## src/rtl/core/hrd_pkg.sv

```systemverilog
// hrd_pkg: shared constants, codes and character tables of the http request deframer
package hrd_pkg;

    localparam int BUFFER_BYTES   = 8192;
    localparam int PATH_MAX_BYTES = 63;

    localparam int CNT_W   = $clog2(BUFFER_BYTES);
    localparam int PATH_W  = $clog2(PATH_MAX_BYTES + 1);
    localparam int LEN_W   = 14;
    localparam int OUT_W   = 13;
    localparam int SUM_W   = ((CNT_W > LEN_W) ? CNT_W : LEN_W) + 1;
    localparam logic [LEN_W-1:0] LEN_SAT = {LEN_W{1'b1}};

    localparam logic [1:0] KIND_PATH = 2'd0;
    localparam logic [1:0] KIND_BODY = 2'd1;
    localparam logic [1:0] KIND_DONE = 2'd2;
    localparam logic [1:0] KIND_BAD  = 2'd3;

    localparam logic [7:0] CH_TAB = 8'h09;
    localparam logic [7:0] CH_LF  = 8'h0A;
    localparam logic [7:0] CH_CR  = 8'h0D;
    localparam logic [7:0] CH_SP  = 8'h20;
    localparam logic [7:0] CH_NUL = 8'h00;

    localparam logic [2:0] GET_LEN  = 3'd4;
    localparam logic [2:0] POST_LEN = 3'd5;
    localparam logic [3:0] NAME_LEN = 4'd15;

    typedef enum logic [5:0] {
        PH_METHOD = 6'b000001,
        PH_PATH   = 6'b000010,
        PH_HEAD   = 6'b000100,
        PH_BAD    = 6'b001000,
        PH_BODY   = 6'b010000,
        PH_DONE   = 6'b100000
    } t_phase;

    typedef enum logic [3:0] {
        NUM_IDLE   = 4'b0001,
        NUM_SPACE  = 4'b0010,
        NUM_DIGITS = 4'b0100,
        NUM_END    = 4'b1000
    } t_num_phase;

    function automatic logic [7:0] get_char(input logic [2:0] idx);
        logic [7:0] c;
        unique case (idx)
            3'd0:    c = "G";
            3'd1:    c = "E";
            3'd2:    c = "T";
            3'd3:    c = " ";
            default: c = CH_NUL;
        endcase
        return c;
    endfunction

    function automatic logic [7:0] post_char(input logic [2:0] idx);
        logic [7:0] c;
        unique case (idx)
            3'd0:    c = "P";
            3'd1:    c = "O";
            3'd2:    c = "S";
            3'd3:    c = "T";
            3'd4:    c = " ";
            default: c = CH_NUL;
        endcase
        return c;
    endfunction

    function automatic logic [7:0] name_char(input logic [3:0] idx);
        logic [7:0] c;
        unique case (idx)
            4'd0:    c = "c";
            4'd1:    c = "o";
            4'd2:    c = "n";
            4'd3:    c = "t";
            4'd4:    c = "e";
            4'd5:    c = "n";
            4'd6:    c = "t";
            4'd7:    c = "-";
            4'd8:    c = "l";
            4'd9:    c = "e";
            4'd10:   c = "n";
            4'd11:   c = "g";
            4'd12:   c = "t";
            4'd13:   c = "h";
            4'd14:   c = ":";
            default: c = CH_NUL;
        endcase
        return c;
    endfunction

endpackage

```

## src/rtl/core/hrd_in_if.sv

```systemverilog
// hrd_in_if: request byte channel of the http request deframer
interface hrd_in_if;
    logic       valid;
    logic       ready;
    logic       start_req;
    logic [7:0] data_byte;

    modport source (output valid, output start_req, output data_byte, input ready);
    modport sink   (input valid, input start_req, input data_byte, output ready);
endinterface

```

## src/rtl/core/hrd_out_if.sv

```systemverilog
// hrd_out_if: result channel of the http request deframer
interface hrd_out_if;
    logic        valid;
    logic        ready;
    logic [1:0]  kind;
    logic [7:0]  value;
    logic        method;
    logic [12:0] body_length;
    logic [12:0] head_length;
    logic        last;

    modport source (output valid, output kind, output value, output method,
                    output body_length, output head_length, output last, input ready);
    modport sink   (input valid, input kind, input value, input method,
                    input body_length, input head_length, input last, output ready);
endinterface

```

## src/rtl/core/http_request_deframer.sv

```systemverilog
// http_request_deframer: byte-wise http request header parser with path and body passing
//
// channel  dir  handshake        payload
// i_req    in   valid / ready    start_req, data_byte
// o_res    out  valid / ready    kind, value, method, body_length, head_length, last
//
// one request byte per cycle while no result stalls; bytes and results are both registered
// the rate is set by the update of the parser state from the input register
// synchronous active-low reset clears all parser state at once, no clearing pass
// a stalled result holds in the result register; the input register keeps accepting
// until it is full behind a stalled result
module http_request_deframer import hrd_pkg::*; (
    input  logic       i_clk,
    input  logic       i_rst_n,
    hrd_in_if.sink     i_req,
    hrd_out_if.source  o_res
);

    logic       r_in_valid;
    logic       r_in_start;
    logic [7:0] r_in_byte;

    t_phase            r_phase, n_phase;
    logic [CNT_W-1:0]  r_bytes, n_bytes;
    logic [2:0]        r_mm, n_mm;
    logic              r_post, n_post;
    logic [PATH_W-1:0] r_pcount, n_pcount;
    logic [1:0]        r_end, n_end;
    logic [3:0]        r_name, n_name;
    t_num_phase        r_nph, n_nph;
    logic              r_neg, n_neg;
    logic [LEN_W-1:0]  r_len, n_len;
    logic [CNT_W-1:0]  r_head, n_head;
    logic [CNT_W-1:0]  r_bcount, n_bcount;
    logic [CNT_W-1:0]  r_btarget, n_btarget;

    logic              r_out_valid;
    logic [1:0]        r_out_kind;
    logic [7:0]        r_out_value;
    logic              r_out_method;
    logic [OUT_W-1:0]  r_out_body;
    logic [OUT_W-1:0]  r_out_head;
    logic              r_out_last;

    logic              process;
    logic              e_valid;
    logic [1:0]        e_kind;
    logic [7:0]        e_value;
    logic              e_last;
    logic              e_method;
    logic [OUT_W-1:0]  e_body;
    logic [OUT_W-1:0]  e_head;

    assign process     = r_in_valid && (!r_out_valid || o_res.ready);
    assign i_req.ready = !r_in_valid || process;

    always_comb begin
        logic [7:0]         b;
        logic [7:0]         c;
        logic [2:0]         mlen;
        logic               space;
        logic               digit;
        logic               end_hit;
        logic               known;
        logic [LEN_W+3:0]   v;
        logic [LEN_W-1:0]   tgt_raw;

        b         = r_in_byte;
        c         = (b >= "A" && b <= "Z") ? b + 8'd32 : b;
        space     = (b == CH_SP) || (b >= CH_TAB && b <= CH_CR);
        digit     = (b >= "0" && b <= "9");
        end_hit   = 1'b0;
        v         = '0;
        tgt_raw   = '0;

        n_phase   = r_phase;
        n_bytes   = r_bytes;
        n_mm      = r_mm;
        n_post    = r_post;
        n_pcount  = r_pcount;
        n_end     = r_end;
        n_name    = r_name;
        n_nph     = r_nph;
        n_neg     = r_neg;
        n_len     = r_len;
        n_head    = r_head;
        n_bcount  = r_bcount;
        n_btarget = r_btarget;
        e_valid   = 1'b0;
        e_kind    = KIND_PATH;
        e_value   = '0;
        e_last    = 1'b0;

        if (process) begin
            if (r_in_start) begin
                n_phase   = PH_METHOD;
                n_bytes   = '0;
                n_mm      = '0;
                n_post    = 1'b0;
                n_pcount  = '0;
                n_end     = '0;
                n_name    = '0;
                n_nph     = NUM_IDLE;
                n_neg     = 1'b0;
                n_len     = '0;
                n_head    = '0;
                n_bcount  = '0;
                n_btarget = '0;
            end
            if (n_phase != PH_DONE && n_bytes < CNT_W'(BUFFER_BYTES - 1)) begin
                n_bytes = n_bytes + 1'b1;
                if (n_phase == PH_BODY) begin
                    n_bcount = n_bcount + 1'b1;
                    e_valid  = 1'b1;
                    e_kind   = KIND_BODY;
                    e_value  = b;
                    e_last   = (n_bcount >= n_btarget);
                    if (e_last) begin
                        n_phase = PH_DONE;
                    end
                end else begin
                    // method and path
                    mlen = n_post ? POST_LEN : GET_LEN;
                    unique case (n_phase)
                        PH_METHOD: begin
                            if (n_mm == '0) begin
                                if (b == "G") begin
                                    n_post = 1'b0;
                                    n_mm   = 3'd1;
                                end else if (b == "P") begin
                                    n_post = 1'b1;
                                    n_mm   = 3'd1;
                                end else begin
                                    n_phase = PH_BAD;
                                end
                            end else if (n_mm < mlen &&
                                         b == (n_post ? post_char(n_mm) : get_char(n_mm))) begin
                                n_mm = n_mm + 1'b1;
                                if (n_mm == mlen) begin
                                    n_phase = PH_PATH;
                                end
                            end else begin
                                n_phase = PH_BAD;
                            end
                        end
                        PH_PATH: begin
                            if (b == CH_SP || b == "?" || b == CH_CR || b == CH_LF ||
                                b == CH_NUL) begin
                                n_phase = PH_HEAD;
                            end else if (n_pcount < PATH_W'(PATH_MAX_BYTES)) begin
                                n_pcount = n_pcount + 1'b1;
                                if (n_pcount >= PATH_W'(PATH_MAX_BYTES)) begin
                                    n_phase = PH_HEAD;
                                end
                                e_valid = 1'b1;
                                e_kind  = KIND_PATH;
                                e_value = b;
                            end else begin
                                n_phase = PH_HEAD;
                            end
                        end
                        default: begin
                        end
                    endcase

                    // content-length search and number parse
                    unique case (n_nph)
                        NUM_IDLE: begin
                            if (n_name < NAME_LEN && c == name_char(n_name)) begin
                                n_name = n_name + 1'b1;
                                if (n_name == NAME_LEN) begin
                                    n_nph  = NUM_SPACE;
                                    n_name = '0;
                                end
                            end else begin
                                n_name = (c == "c") ? 4'd1 : 4'd0;
                            end
                        end
                        NUM_SPACE: begin
                            if (!space) begin
                                if (b == "+") begin
                                    n_nph = NUM_DIGITS;
                                end else if (b == "-") begin
                                    n_neg = 1'b1;
                                    n_nph = NUM_DIGITS;
                                end else if (digit) begin
                                    n_len = LEN_W'(b - "0");
                                    n_nph = NUM_DIGITS;
                                end else begin
                                    n_nph = NUM_END;
                                end
                            end
                        end
                        NUM_DIGITS: begin
                            if (digit) begin
                                v = ({4'd0, n_len} << 3) + ({4'd0, n_len} << 1)
                                    + (LEN_W+4)'(b - "0");
                                n_len = (v > (LEN_W+4)'(LEN_SAT)) ? LEN_SAT : v[LEN_W-1:0];
                            end else begin
                                n_nph = NUM_END;
                            end
                        end
                        default: begin
                        end
                    endcase

                    // blank line detection
                    if (n_end == 2'd3 && b == CH_LF) begin
                        n_end   = '0;
                        end_hit = 1'b1;
                    end else if (b == CH_CR) begin
                        n_end = (n_end == 2'd2) ? 2'd3 : 2'd1;
                    end else if (b == CH_LF && n_end == 2'd1) begin
                        n_end = 2'd2;
                    end else begin
                        n_end = '0;
                    end

                    if (end_hit) begin
                        n_head  = n_bytes;
                        known   = (n_mm == mlen);
                        e_value = '0;
                        if (!known) begin
                            n_phase = PH_DONE;
                            e_valid = 1'b1;
                            e_kind  = KIND_BAD;
                            e_last  = 1'b1;
                        end else if (!n_post) begin
                            n_btarget = '0;
                            n_phase   = PH_DONE;
                            e_valid   = 1'b1;
                            e_kind    = KIND_DONE;
                            e_last    = 1'b1;
                        end else begin
                            tgt_raw = n_neg ? '0 : n_len;
                            if (SUM_W'(n_head) + SUM_W'(tgt_raw) >= SUM_W'(BUFFER_BYTES)) begin
                                n_btarget = CNT_W'(BUFFER_BYTES - 1) - n_head;
                            end else begin
                                n_btarget = CNT_W'(tgt_raw);
                            end
                            if (n_btarget == '0) begin
                                n_phase = PH_DONE;
                                e_valid = 1'b1;
                                e_kind  = KIND_DONE;
                                e_last  = 1'b1;
                            end else begin
                                n_phase = PH_BODY;
                            end
                        end
                    end
                end
            end
        end

        known    = (n_mm == (n_post ? POST_LEN : GET_LEN)) && (e_kind != KIND_BAD);
        e_method = known ? n_post : 1'b0;
        e_body   = (known && n_post) ? OUT_W'(n_btarget) : '0;
        e_head   = OUT_W'(n_head);
    end

    always_ff @(posedge i_clk) begin
        if (!i_rst_n) begin
            r_in_valid  <= 1'b0;
            r_out_valid <= 1'b0;
            r_phase     <= PH_METHOD;
            r_bytes     <= '0;
            r_mm        <= '0;
            r_post      <= 1'b0;
            r_pcount    <= '0;
            r_end       <= '0;
            r_name      <= '0;
            r_nph       <= NUM_IDLE;
            r_neg       <= 1'b0;
            r_len       <= '0;
            r_head      <= '0;
            r_bcount    <= '0;
            r_btarget   <= '0;
        end else begin
            if (i_req.valid && i_req.ready) begin
                r_in_valid <= 1'b1;
            end else if (process) begin
                r_in_valid <= 1'b0;
            end
            if (process && e_valid) begin
                r_out_valid <= 1'b1;
            end else if (o_res.ready) begin
                r_out_valid <= 1'b0;
            end
            r_phase   <= n_phase;
            r_bytes   <= n_bytes;
            r_mm      <= n_mm;
            r_post    <= n_post;
            r_pcount  <= n_pcount;
            r_end     <= n_end;
            r_name    <= n_name;
            r_nph     <= n_nph;
            r_neg     <= n_neg;
            r_len     <= n_len;
            r_head    <= n_head;
            r_bcount  <= n_bcount;
            r_btarget <= n_btarget;
        end
    end

    always_ff @(posedge i_clk) begin
        if (i_req.valid && i_req.ready) begin
            r_in_start <= i_req.start_req;
            r_in_byte  <= i_req.data_byte;
        end
        if (process && e_valid) begin
            r_out_kind   <= e_kind;
            r_out_value  <= e_value;
            r_out_method <= e_method;
            r_out_body   <= e_body;
            r_out_head   <= e_head;
            r_out_last   <= e_last;
        end
    end

    assign o_res.valid       = r_out_valid;
    assign o_res.kind        = r_out_kind;
    assign o_res.value       = r_out_value;
    assign o_res.method      = r_out_method;
    assign o_res.body_length = r_out_body;
    assign o_res.head_length = r_out_head;
    assign o_res.last        = r_out_last;

    a_out_hold: assert property (@(posedge i_clk) disable iff (!i_rst_n)
        r_out_valid && !o_res.ready |=> r_out_valid && $stable(r_out_value))
        else $error("stalled result was lost or changed");

    a_body_post: assert property (@(posedge i_clk) disable iff (!i_rst_n)
        r_out_valid && r_out_kind == KIND_BODY |-> r_out_method && r_out_body != '0)
        else $error("body byte without post method");

    a_final_last: assert property (@(posedge i_clk) disable iff (!i_rst_n)
        r_out_valid && (r_out_kind == KIND_BAD || r_out_kind == KIND_DONE)
        |-> r_out_last && r_out_value == '0)
        else $error("final result not marked last");

    a_path_early: assert property (@(posedge i_clk) disable iff (!i_rst_n)
        r_out_valid && r_out_kind == KIND_PATH |-> !r_out_last && r_out_head == '0)
        else $error("path byte after header end");

    a_byte_limit: assert property (@(posedge i_clk) disable iff (!i_rst_n)
        r_bytes <= CNT_W'(BUFFER_BYTES - 1))
        else $error("byte count beyond buffer");

endmodule
```

## src/flat_wrapper.sv

```systemverilog
// flat-port wrapper written by rule: the top's interface ports become plain ports
module http_request_deframer_flat import hrd_pkg::*;
  (i_clk, i_rst_n, i_req_valid, i_req_start_req, i_req_data_byte, i_req_ready, o_res_valid, o_res_kind, o_res_value, o_res_method, o_res_body_length, o_res_head_length, o_res_last, o_res_ready);
  hrd_in_if i_req_i ();
  hrd_out_if o_res_i ();
  input  logic i_clk;
  input  logic i_rst_n;
  input wire logic [$bits(i_req_i.valid)-1:0] i_req_valid;
  input wire logic [$bits(i_req_i.start_req)-1:0] i_req_start_req;
  input wire logic [$bits(i_req_i.data_byte)-1:0] i_req_data_byte;
  output wire logic [$bits(i_req_i.ready)-1:0] i_req_ready;
  output wire logic [$bits(o_res_i.valid)-1:0] o_res_valid;
  output wire logic [$bits(o_res_i.kind)-1:0] o_res_kind;
  output wire logic [$bits(o_res_i.value)-1:0] o_res_value;
  output wire logic [$bits(o_res_i.method)-1:0] o_res_method;
  output wire logic [$bits(o_res_i.body_length)-1:0] o_res_body_length;
  output wire logic [$bits(o_res_i.head_length)-1:0] o_res_head_length;
  output wire logic [$bits(o_res_i.last)-1:0] o_res_last;
  input wire logic [$bits(o_res_i.ready)-1:0] o_res_ready;
  assign i_req_i.valid = i_req_valid;
  assign i_req_i.start_req = i_req_start_req;
  assign i_req_i.data_byte = i_req_data_byte;
  assign i_req_ready = i_req_i.ready;
  assign o_res_valid = o_res_i.valid;
  assign o_res_kind = o_res_i.kind;
  assign o_res_value = o_res_i.value;
  assign o_res_method = o_res_i.method;
  assign o_res_body_length = o_res_i.body_length;
  assign o_res_head_length = o_res_i.head_length;
  assign o_res_last = o_res_i.last;
  assign o_res_i.ready = o_res_ready;
  http_request_deframer u_core (.i_clk(i_clk), .i_rst_n(i_rst_n), .i_req(i_req_i), .o_res(o_res_i));
endmodule
```

## config.mk

```make
export PLATFORM = sky130hd
export DESIGN_NAME = http_request_deframer_flat
export DESIGN_NICKNAME = d
export VERILOG_FILES = /design/src/rtl/core/hrd_pkg.sv /design/src/rtl/core/hrd_in_if.sv /design/src/rtl/core/hrd_out_if.sv /design/src/rtl/core/http_request_deframer.sv /design/src/flat_wrapper.sv
export SDC_FILE = /design/constraint.sdc
export NUM_CORES = 1
export LEC_CHECK = 0
export ABC_AREA = 1
export BUFFER_PORTS_ARGS = -buffer_cell sky130_fd_sc_hd__buf_2
export CAP_MARGIN = 20
export CORE_UTILIZATION = 35
export CTS_BUF_LIST = sky130_fd_sc_hd__clkbuf_8 sky130_fd_sc_hd__clkbuf_16
export DETAILED_ROUTE_END_ITERATION = 8
export PLACE_DENSITY = 0.58
export REMOVE_ABC_BUFFERS = 1
export SKIP_CTS_REPAIR_TIMING = 1
export SYNTH_ARGS = -nofsm -noshare
export SYNTH_HDL_FRONTEND = slang
export SYNTH_SLANG_ARGS = --single-unit
```

## constraint.sdc

```tcl
create_clock -name i_clk -period 7.2 [get_ports i_clk]
set_input_delay 1.44 -clock i_clk [delete_from_list [all_inputs] [get_ports i_clk]]
set_output_delay 1.44 -clock i_clk [all_outputs]
set_load 0.05 [all_outputs]
```

==> results of run 1 <==
-- stage by stage --
stage / hold WS [ns] / setup WS [ns] / power [mW] / utilization (%)
after floorplan: 0.441 / -0.188 / 1.04 / -
after detailed placement: 0.455 / 0.118 / 1.12 / 37.4
after global placement: 0.451 / 0.338 / 1.12 / 37.4
after global routing: 0.482 / 0.0359 / 2.15 / 39.7
after CTS: 0.466 / 0.102 / 2.08 / 39.4
final: 0.462 / 0.683 / 2.07 / 39.7
-- logic make-up (layout without fill, tap and decap cells) --
kind of cell / Yosys count / after routing / synth area share, %
AOI/OAI and AO/OA: 357 / 357 / 18.5
adders and majority gates: 82 / 82 / 10.1
and+or+nand+nor: 746 / 746 / 28.5
xor gates and xnor gates: 42 / 42 / 3.35
buffers and inverters: 282 / 324 / 9.99
DFF: 142 / 142 / 29.6
-- cell usage after synthesis (8+ instances only) --
cell type / instances
sky130_fd_sc_hd__a21oi_1: 168
sky130_fd_sc_hd__buf_1: 11
sky130_fd_sc_hd__buf_2: 13
sky130_fd_sc_hd__clkbuf_1: 32
sky130_fd_sc_hd__dfxtp_1: 95
sky130_fd_sc_hd__edfxtp_1: 47
sky130_fd_sc_hd__fa_1: 14
sky130_fd_sc_hd__ha_1: 68
sky130_fd_sc_hd__inv_1: 210
sky130_fd_sc_hd__inv_2: 9
sky130_fd_sc_hd__nand2_1: 398
sky130_fd_sc_hd__nand2_2: 11
sky130_fd_sc_hd__nand3_1: 84
sky130_fd_sc_hd__nand4_1: 16
sky130_fd_sc_hd__nor2_1: 174
sky130_fd_sc_hd__nor2_2: 8
sky130_fd_sc_hd__nor3_1: 24
sky130_fd_sc_hd__o211ai_1: 16
sky130_fd_sc_hd__o21ai_0: 95
sky130_fd_sc_hd__o21ai_1: 14
sky130_fd_sc_hd__o221ai_1: 8
sky130_fd_sc_hd__xor2_1: 34
-- flip-flops by register name (all words and copies together) (netlist names), 2 cells and up --
signal,flops
u_core.r_in_byte,8
u_core.r_bcount,13
u_core.r_nph,4
u_core.r_end,2
u_core.r_pcount,6
u_core.r_head,13
u_core.r_phase,6
u_core.o_res.kind,2
u_core.o_res.body_length,13
u_core.o_res.value,8
u_core.o_res.head_length,13
u_core.r_name,4
u_core.r_mm,3
u_core.r_bytes,13
u_core.r_btarget,13
u_core.r_len,14
-- path summary, 6_finish.rpt --
| kind | startpoint | to | slack, ns | cells past startpoint |
|---|---|---|---|---|
| max | u_core.r_in_byte[4] | u_core.o_res.body_length[11] | 0.68 | 39 |
| min | u_core.r_bcount[0] | u_core.r_bcount[0] | 0.46 | 2 |
| max reg2reg | u_core.r_in_byte[4] | u_core.o_res.body_length[11] | 0.68 | 39 |
| min reg2reg | u_core.r_bcount[0] | u_core.r_bcount[0] | 0.46 | 2 |
-- per-layer routing --
| metal | wire length (um) | track usage, % |
|---|---|---|
| met1 | 14900 | 26.6 |
| met2 | 15300 | 33.7 |
| met3 | 1630 | 2.56 |
| met4 | 814 | 7.39 |
| met5 | 0 | 0 |
-- critical path: cells and delay by family (launching register included) --
family | cells | cell delay (ns)
AND/OR/NAND/NOR | 23 | 2.64
adder cells (fa/ha/maj) | 4 | 1.28
buffers and inverters | 6 | 0.96
AO/OA/AOI/OAI | 6 | 0.94
flip-flops | 1 | 0.41
-- final cells by class --
| cell class | count | area, um^2 | area share, % |
|---|---|---|---|
| Multi-Input combinational cell | 1227 | 6830 | 54.5 |
| Sequential cell | 142 | 3310 | 26.4 |
| Inverter | 219 | 822 | 6.56 |
| Tap cell | 402 | 503 | 4.01 |
| Timing Repair Buffer | 73 | 448 | 3.57 |
| Clock buffer | 17 | 425 | 3.39 |
| Clock inverter | 15 | 194 | 1.55 |
-- power groups by stage --
stage	clock, mW	sequential [mW]	combinational, mW
final	0.956	0.854	0.259
after global placement	0	0.872	0.248
after detailed placement	0	0.873	0.249
after global routing	1.00	0.856	0.290
after CTS	0.975	0.855	0.251
after floorplan	0	0.872	0.173
==> report_table.html, run 1 <==
<table>
<tr><th>Metric</th><th>Value</th></tr>
<tr><th colspan="2">Status</th></tr>
<tr><td>Result of the run</td><td>finished clean</td></tr>
<tr><th colspan="2">Cells and area</th></tr>
<tr><td>Diodes inserted</td><td>0</td></tr>
<tr><td>Nets</td><td>1775</td></tr>
<tr><td>Area added between synthesis and finish</td><td>11.8%</td></tr>
<tr><td>Number of fill cells</td><td>approximately 3300</td></tr>
<tr><td>Final instance count without filler cells</td><td>2095</td></tr>
<tr><td>Area of all placed cells without fillers</td><td>12500 um^2</td></tr>
<tr><td>Top library cells by usage in the layout, fill and taps aside</td><td>sky130_fd_sc_hd__nand2_1, sky130_fd_sc_hd__inv_1, sky130_fd_sc_hd__nor2_1, sky130_fd_sc_hd__a21oi_1</td></tr>
<tr><td>Layout cell share with drive strength beyond 1</td><td>10.5%</td></tr>
<tr><td>Commonest non-fill, non-tap cell in the layout</td><td>sky130_fd_sc_hd__nand2_1</td></tr>
<tr><th colspan="2">Detailed routing</th></tr>
<tr><td>DRT antenna net count</td><td>0</td></tr>
<tr><td>Drc violations</td><td>0</td></tr>
<tr><td>Wire length reported by the detailed router</td><td>approximately 33 mm</td></tr>
<tr><td>Average wire length per cell after detail routing</td><td>15.6 um</td></tr>
<tr><td>Vias per cell</td><td>5.20</td></tr>
<tr><td>Detailed-route via count</td><td>10900</td></tr>
<tr><td>Drt initial violations</td><td>roughly 830</td></tr>
<tr><td>Number of detailed-route iterations in the first pass</td><td>5</td></tr>
<tr><th colspan="2">Die</th></tr>
<tr><td>Area of the core</td><td>between 30000 and 40000 um^2</td></tr>
<tr><td>Full die area</td><td>32700 um^2</td></tr>
<tr><td>Io pins</td><td>53</td></tr>
<tr><td>Y dimension of the die</td><td>181 um</td></tr>
<tr><td># rows</td><td>65</td></tr>
<tr><td>Starting density of the core</td><td>35.5%</td></tr>
<tr><td>Die Wd</td><td>181 um</td></tr>
<tr><th colspan="2">Synthesis</th></tr>
<tr><td>Avg Synthesized Cell Area</td><td>6.79 um^2</td></tr>
<tr><td>Fraction of synthesized cell area taken by the top area cell type</td><td>~17%</td></tr>
<tr><td>Post-synthesis register bit count</td><td>approximately 140</td></tr>
<tr><td>Cell type with the largest total area after synthesis</td><td>sky130_fd_sc_hd__dfxtp_1</td></tr>
<tr><td>Total number of yosys warnings</td><td>0</td></tr>
<tr><td>Most common flop cell mapped by yosys</td><td>sky130_fd_sc_hd__dfxtp_1</td></tr>
<tr><td>Cell types with the largest area share after synthesis</td><td>sky130_fd_sc_hd__dfxtp_1, sky130_fd_sc_hd__nand2_1, sky130_fd_sc_hd__edfxtp_1</td></tr>
<tr><td>Count of cell types in the netlist</td><td>56</td></tr>
<tr><td>Asr flop ratio synth</td><td>0%</td></tr>
<tr><td>Number of enable flip-flop cells after synthesis</td><td>47</td></tr>
<tr><td>Netlist area before placement</td><td>11200 um^2</td></tr>
<tr><td>Sequential share of the synthesized area</td><td>29.6%</td></tr>
<tr><td>Syn Inst Count</td><td>1651</td></tr>
<tr><th colspan="2">Clock network</th></tr>
<tr><td>CTS buffer count</td><td>17</td></tr>
<tr><td>Root Buffer</td><td>sky130_fd_sc_hd__clkbuf_16</td></tr>
<tr><td>CTS Sinks</td><td>142</td></tr>
<tr><td>Clock tree from TritonCTS</td><td>done</td></tr>
<tr><td>Number of levels the H-tree was split into</td><td>4</td></tr>
<tr><td>Number of buffers on the longest clock path</td><td>2</td></tr>
<tr><td>Clock-pin slew on the worst setup and hold paths</td><td>0.07 ns</td></tr>
<tr><td>Source-to-sink clock delay at the later pin of the worst-skew pair</td><td>0.45 ns</td></tr>
<tr><th colspan="2">Pwr</th></tr>
<tr><td>Internal</td><td>~1.5 mW</td></tr>
<tr><td>Leakage power summed over all cells</td><td>roughly 5.7 nW</td></tr>
<tr><td>Switching share of power</td><td>between 20% and 30%</td></tr>
<tr><td>Power density over the cells</td><td>165 nW/um^2</td></tr>
<tr><td>Clock share of power</td><td>between 40% and 50%</td></tr>
<tr><td>Sequential share of power</td><td>just over 40%</td></tr>
<tr><td>Gate power share</td><td>12.5%</td></tr>
<tr><td>Net Sw Power</td><td>around 590 uW</td></tr>
<tr><td>Peak VDD IR</td><td>151 uV</td></tr>
<tr><th colspan="2">Timing</th></tr>
<tr><td>Max-slew violation count</td><td>0</td></tr>
<tr><td>Final-report hold violation count</td><td>0</td></tr>
<tr><td>Final clock skew</td><td>around 0.011 ns</td></tr>
<tr><td>Normalized max-slew margin</td><td>42.8%</td></tr>
<tr><td>Highest Clock Rate</td><td>153 MHz</td></tr>
<tr><td>Slew at the pin with the worst max-slew slack</td><td>between 0.8 and 0.9 ns</td></tr>
<tr><td>Final setup fails</td><td>0</td></tr>
<tr><td>Final worst path period share</td><td>~90%</td></tr>
<tr><td>Setup TNS Final</td><td>0 ns</td></tr>
<tr><td>RSZ-0062 raised after global routing</td><td>no</td></tr>
<tr><td>Minimum period implied by the final worst setup slack</td><td>6.52 ns</td></tr>
<tr><th colspan="2">Worst setup path</th></tr>
<tr><td>CP max stage cell</td><td>sky130_fd_sc_hd__fa_1</td></tr>
<tr><td>CP dominant cell by count</td><td>sky130_fd_sc_hd__nand2_1</td></tr>
<tr><td>Kind of capture point of the worst setup path</td><td>register</td></tr>
<tr><td>Start-to-end type of the worst setup path</td><td>reg -&gt; reg</td></tr>
<tr><td>Data required time at the worst endpoint</td><td>7.35 ns</td></tr>
<tr><td>Launching element type of the critical path</td><td>register</td></tr>
<tr><td>Highest fanout seen on the critical path</td><td>19</td></tr>
<tr><td>Largest stage delay on the critical path</td><td>0.44 ns</td></tr>
<tr><td>Arrival time at the worst endpoint</td><td>6.66 ns</td></tr>
<tr><th colspan="2">Placed design</th></tr>
<tr><td># placed instances</td><td>roughly 2100</td></tr>
<tr><td>Area of placed instances</td><td>roughly 12000 um^2</td></tr>
<tr><td>Half-perimeter wire length after detailed placement</td><td>24.0 mm</td></tr>
<tr><td>Quantity of I/O buffers inserted on ports</td><td>52</td></tr>
<tr><td>Final weighted congestion of routability-driven global placement</td><td>0.921</td></tr>
<tr><th colspan="2">Global routing</th></tr>
<tr><td>Antenna violations before repair</td><td>0</td></tr>
<tr><td>First-pass GRT wire length</td><td>roughly 53 mm</td></tr>
<tr><td>Global-route total usage across every layer</td><td>20.2%</td></tr>
<tr><td>Global-route congestion overflow total</td><td>0</td></tr>
<tr><td>Largest net degree at the start of global routing</td><td>between 60 and 70</td></tr>
<tr><td>Vias in the first global route</td><td>around 10000</td></tr>
<tr><th colspan="2">Run</th></tr>
<tr><td>Number of maximum-capacitance violations</td><td>0</td></tr>
<tr><th colspan="2">Hold path</th></tr>
<tr><td>Path category of the worst min-delay check</td><td>reg -&gt; reg</td></tr>
</table>
(Power assumes the default switching activity.)
==> inputs of run 2 (changes only) <==
CORE_ASPECT_RATIO = 2   (was default)
CORE_MARGIN = 5   (was default)
==> run 2 against run 1 <==
  * Combinational power is essentially flat
  * Fmax decreased by 1.6%
  * Largest power group is now registers
  * Core utilization is 0.30 points lower
  * Critical endpoint is now u_core.o_res.head_length[8]
  * Power is 5.8% lower
  * Critical path type unchanged
  * Global-route usage down 0.51 points
==> report_table.html, run 2 (synthesis results as in run 1) <==
<table>
<tr><th>Metric</th><th>Value</th></tr>
<tr><th colspan="2">Clock network</th></tr>
<tr><td>Number of levels the H-tree was split into</td><td>4</td></tr>
<tr><td>Clock tree from TritonCTS</td><td>done</td></tr>
<tr><td>CTS buffer count</td><td>17</td></tr>
<tr><td>Source-to-sink clock delay at the later pin of the worst-skew pair</td><td>0.46 ns</td></tr>
<tr><td>Number of buffers on the longest clock path</td><td>2</td></tr>
<tr><td>Root Buffer</td><td>sky130_fd_sc_hd__clkbuf_16</td></tr>
<tr><td>CTS Sinks</td><td>142</td></tr>
<tr><td>Clock-pin slew on the worst setup and hold paths</td><td>0.06 ns</td></tr>
<tr><th colspan="2">Detailed routing</th></tr>
<tr><td>Drt initial violations</td><td>766</td></tr>
<tr><td>Number of detailed-route iterations in the first pass</td><td>7</td></tr>
<tr><td>Wire length reported by the detailed router</td><td>roughly 35 mm</td></tr>
<tr><td>DRT antenna net count</td><td>0</td></tr>
<tr><td>Vias per cell</td><td>just over 5</td></tr>
<tr><td>Drc violations</td><td>0</td></tr>
<tr><td>Average wire length per cell after detail routing</td><td>16.6 um</td></tr>
<tr><td>Detailed-route via count</td><td>10900</td></tr>
<tr><th colspan="2">Global routing</th></tr>
<tr><td>Global-route congestion overflow total</td><td>0</td></tr>
<tr><td>Met1 track demand over resource in global routing</td><td>a little under a fifth</td></tr>
<tr><td>First-pass GRT wire length</td><td>55.4 mm</td></tr>
<tr><td>Global-route total usage across every layer</td><td>roughly a fifth</td></tr>
<tr><td>GRT Max-Usage Layer</td><td>met2</td></tr>
<tr><td>Fraction of met2 tracks used by global routing</td><td>37.6%</td></tr>
<tr><td>Largest net degree at the start of global routing</td><td>77</td></tr>
<tr><td>Antenna violations before repair</td><td>0</td></tr>
<tr><td>Vias in the first global route</td><td>10700</td></tr>
<tr><td>Global Route met3 Usage</td><td>2.98%</td></tr>
<tr><th colspan="2">Placed design</th></tr>
<tr><td>Final weighted congestion of routability-driven global placement</td><td>around 0.94</td></tr>
<tr><td>Half-perimeter wire length after detailed placement</td><td>about 27 mm</td></tr>
<tr><td>Quantity of I/O buffers inserted on ports</td><td>52</td></tr>
<tr><td>Area of placed instances</td><td>between 10000 and 15000 um^2</td></tr>
<tr><td># placed instances</td><td>approximately 2100</td></tr>
<tr><th colspan="2">Timing</th></tr>
<tr><td>Slew at the pin with the worst max-slew slack</td><td>about 1.0 ns</td></tr>
<tr><td>Final-report hold violation count</td><td>0</td></tr>
<tr><td>Minimum period implied by the final worst setup slack</td><td>6.62 ns</td></tr>
<tr><td>Hold Worst Slack</td><td>0.465 ns</td></tr>
<tr><td>Final setup fails</td><td>0</td></tr>
<tr><td>Highest Clock Rate</td><td>151 MHz</td></tr>
<tr><td>Final worst path period share</td><td>92.0%</td></tr>
<tr><td>Normalized max-slew margin</td><td>30.8%</td></tr>
<tr><td>Max-slew violation count</td><td>0</td></tr>
<tr><td>Final clock skew</td><td>0.0135 ns</td></tr>
<tr><th colspan="2">Pwr</th></tr>
<tr><td>Leakage power summed over all cells</td><td>5.64 nW</td></tr>
<tr><td>Clock share of power</td><td>42.9%</td></tr>
<tr><td>Net Sw Power</td><td>551 uW</td></tr>
<tr><td>Power density over the cells</td><td>157 nW/um^2</td></tr>
<tr><td>Internal</td><td>1.40 mW</td></tr>
<tr><td>Switching share of power</td><td>28.2%</td></tr>
<tr><td>Sequential share of power</td><td>about 44%</td></tr>
<tr><td>Peak VDD IR</td><td>between 150 and 200 uV</td></tr>
<tr><td>Gate power share</td><td>a little over an eighth</td></tr>
<tr><th colspan="2">Cells and area</th></tr>
<tr><td>Max FFs per register</td><td>14</td></tr>
<tr><td>Nets</td><td>1775</td></tr>
<tr><td>Commonest non-fill, non-tap cell in the layout</td><td>sky130_fd_sc_hd__nand2_1</td></tr>
<tr><td>Register with the highest flop count</td><td>u_core.r_len</td></tr>
<tr><td>Final instance count without filler cells</td><td>2116</td></tr>
<tr><td>Number of fill cells</td><td>roughly 3300</td></tr>
<tr><td>Diodes inserted</td><td>0</td></tr>
<tr><td>Area added between synthesis and finish</td><td>10.9%</td></tr>
<tr><td>Multi-input logic area</td><td>6800 um^2</td></tr>
<tr><td>Area of all placed cells without fillers</td><td>~12000 um^2</td></tr>
<tr><td>Utilization of the core after routing</td><td>39.4%</td></tr>
<tr><td>Top library cells by usage in the layout, fill and taps aside</td><td>sky130_fd_sc_hd__nand2_1, sky130_fd_sc_hd__inv_1, sky130_fd_sc_hd__nor2_1, sky130_fd_sc_hd__a21oi_1</td></tr>
<tr><td>Sequential standard cell area</td><td>3310 um^2</td></tr>
<tr><td>Layout cell share with drive strength beyond 1</td><td>9.81%</td></tr>
<tr><th colspan="2">Worst setup path</th></tr>
<tr><td>Kind of capture point of the worst setup path</td><td>register</td></tr>
<tr><td>Start-to-end type of the worst setup path</td><td>reg -&gt; reg</td></tr>
<tr><td>Worst setup path end</td><td>u_core.o_res.head_length[8]</td></tr>
<tr><td>Cell count of the worst reg-to-reg path</td><td>39</td></tr>
<tr><td>Crit path from</td><td>u_core.r_in_byte[6]</td></tr>
<tr><td>Highest fanout seen on the critical path</td><td>38</td></tr>
<tr><td>Data required time at the worst endpoint</td><td>between 7 and 8 ns</td></tr>
<tr><td>Endpoint of the worst-slack reg-to-reg timing path</td><td>u_core.o_res.head_length[8]</td></tr>
<tr><td>CP max stage cell</td><td>sky130_fd_sc_hd__fa_1</td></tr>
<tr><td>Launching element type of the critical path</td><td>register</td></tr>
<tr><td>Setup slack, reg-to-reg</td><td>0.58 ns</td></tr>
<tr><td>Arrival time at the worst endpoint</td><td>6.76 ns</td></tr>
<tr><td>CP dominant cell by count</td><td>sky130_fd_sc_hd__nand2_1</td></tr>
<tr><td>Startpoint of the worst-slack reg-to-reg timing path</td><td>u_core.r_in_byte[6]</td></tr>
<tr><td>Largest stage delay on the critical path</td><td>0.56 ns</td></tr>
<tr><th colspan="2">Die</th></tr>
<tr><td>Area of the core</td><td>around 32000 um^2</td></tr>
<tr><td>Y dimension of the die</td><td>approximately 260 um</td></tr>
<tr><td>Full die area</td><td>35900 um^2</td></tr>
<tr><td>Io pins</td><td>53</td></tr>
<tr><td># rows</td><td>92</td></tr>
<tr><td>Starting density of the core</td><td>35.5%</td></tr>
<tr><td>Die Wd</td><td>137 um</td></tr>
<tr><th colspan="2">Hold path</th></tr>
<tr><td>Path category of the worst min-delay check</td><td>reg -&gt; reg</td></tr>
<tr><th colspan="2">Status</th></tr>
<tr><td>Result of the run</td><td>finished clean</td></tr>
<tr><th colspan="2">Run</th></tr>
<tr><td>Number of maximum-capacitance violations</td><td>0</td></tr>
</table>
run 2: changes by cell type in the layout (fill, tap and decap cells not counted), sizes merged:
cell and delta:
buf +1, bufinv -2, clkbuf +1, clkinv +3, inv -3
run 2: critical path, delay by kind of cell (launching register included):
kind	cells	cell delay (ns)
DFF	1	0.47
and+or+nand+nor	25	2.81
buffers and inverters	6	0.82
AOI/OAI and AO/OA	5	0.94
adders and majority gates	3	1.27
run 2: power by group through the flow:
| stage | clock (mW) | sequential, mW | combinational [mW] |
|---|---|---|---|
| final | 0.836 | 0.855 | 0.259 |
| after detailed placement | 0 | 0.873 | 0.255 |
| after global routing | 0.886 | 0.856 | 0.288 |
| after global placement | 0 | 0.872 | 0.254 |
| after CTS | 0.858 | 0.855 | 0.257 |
| after floorplan | 0 | 0.872 | 0.173 |
run 2: how the worst min path moves through the flow:
stage,to,cells after the start,slack [ns],start
finish,u_core.r_pcount[5],2,0.46,u_core.r_pcount[5]
global route,u_core.r_bytes[9],2,0.48,u_core.r_bytes[9]
CTS,u_core.r_phase[5],2,0.47,u_core.r_phase[5]
detailed placement,u_core.r_pcount[5],2,0.46,u_core.r_pcount[5]
global placement,u_core.r_bcount[0],2,0.45,u_core.r_bcount[0]
floorplan,u_core.r_bcount[0],2,0.44,u_core.r_bcount[0]
run 2: per-stage QoR:
stage	TNS (ns)	total power [mW]	setup slack, ns
5_1_grt	-0.0569	2.03	-0.00701
3_3_place_gp	0	1.13	0.315
2_1_floorplan	-7.13	1.04	-0.188
6_report	0	1.95	0.575
4_1_cts	0	1.97	0.319
3_5_place_dp	0	1.13	0.347
run 2: final cells by class:
cell class / instances / share of cell area (%)
Multi-Input combinational cell: 1227 / 54.7
Sequential cell: 142 / 26.7
Inverter: 219 / 6.61
Tap cell: 423 / 4.26
Clock buffer: 19 / 3.64
Timing Repair Buffer: 73 / 3.46
Clock inverter: 13 / 0.705
run 2: routing by layer:
layer  vias up  part of all wire, %
met2       290                   55
met1      5037                   35
met5         -                    0
met4         0                  6.2
met3       115                  3.4
li1       5498                    -
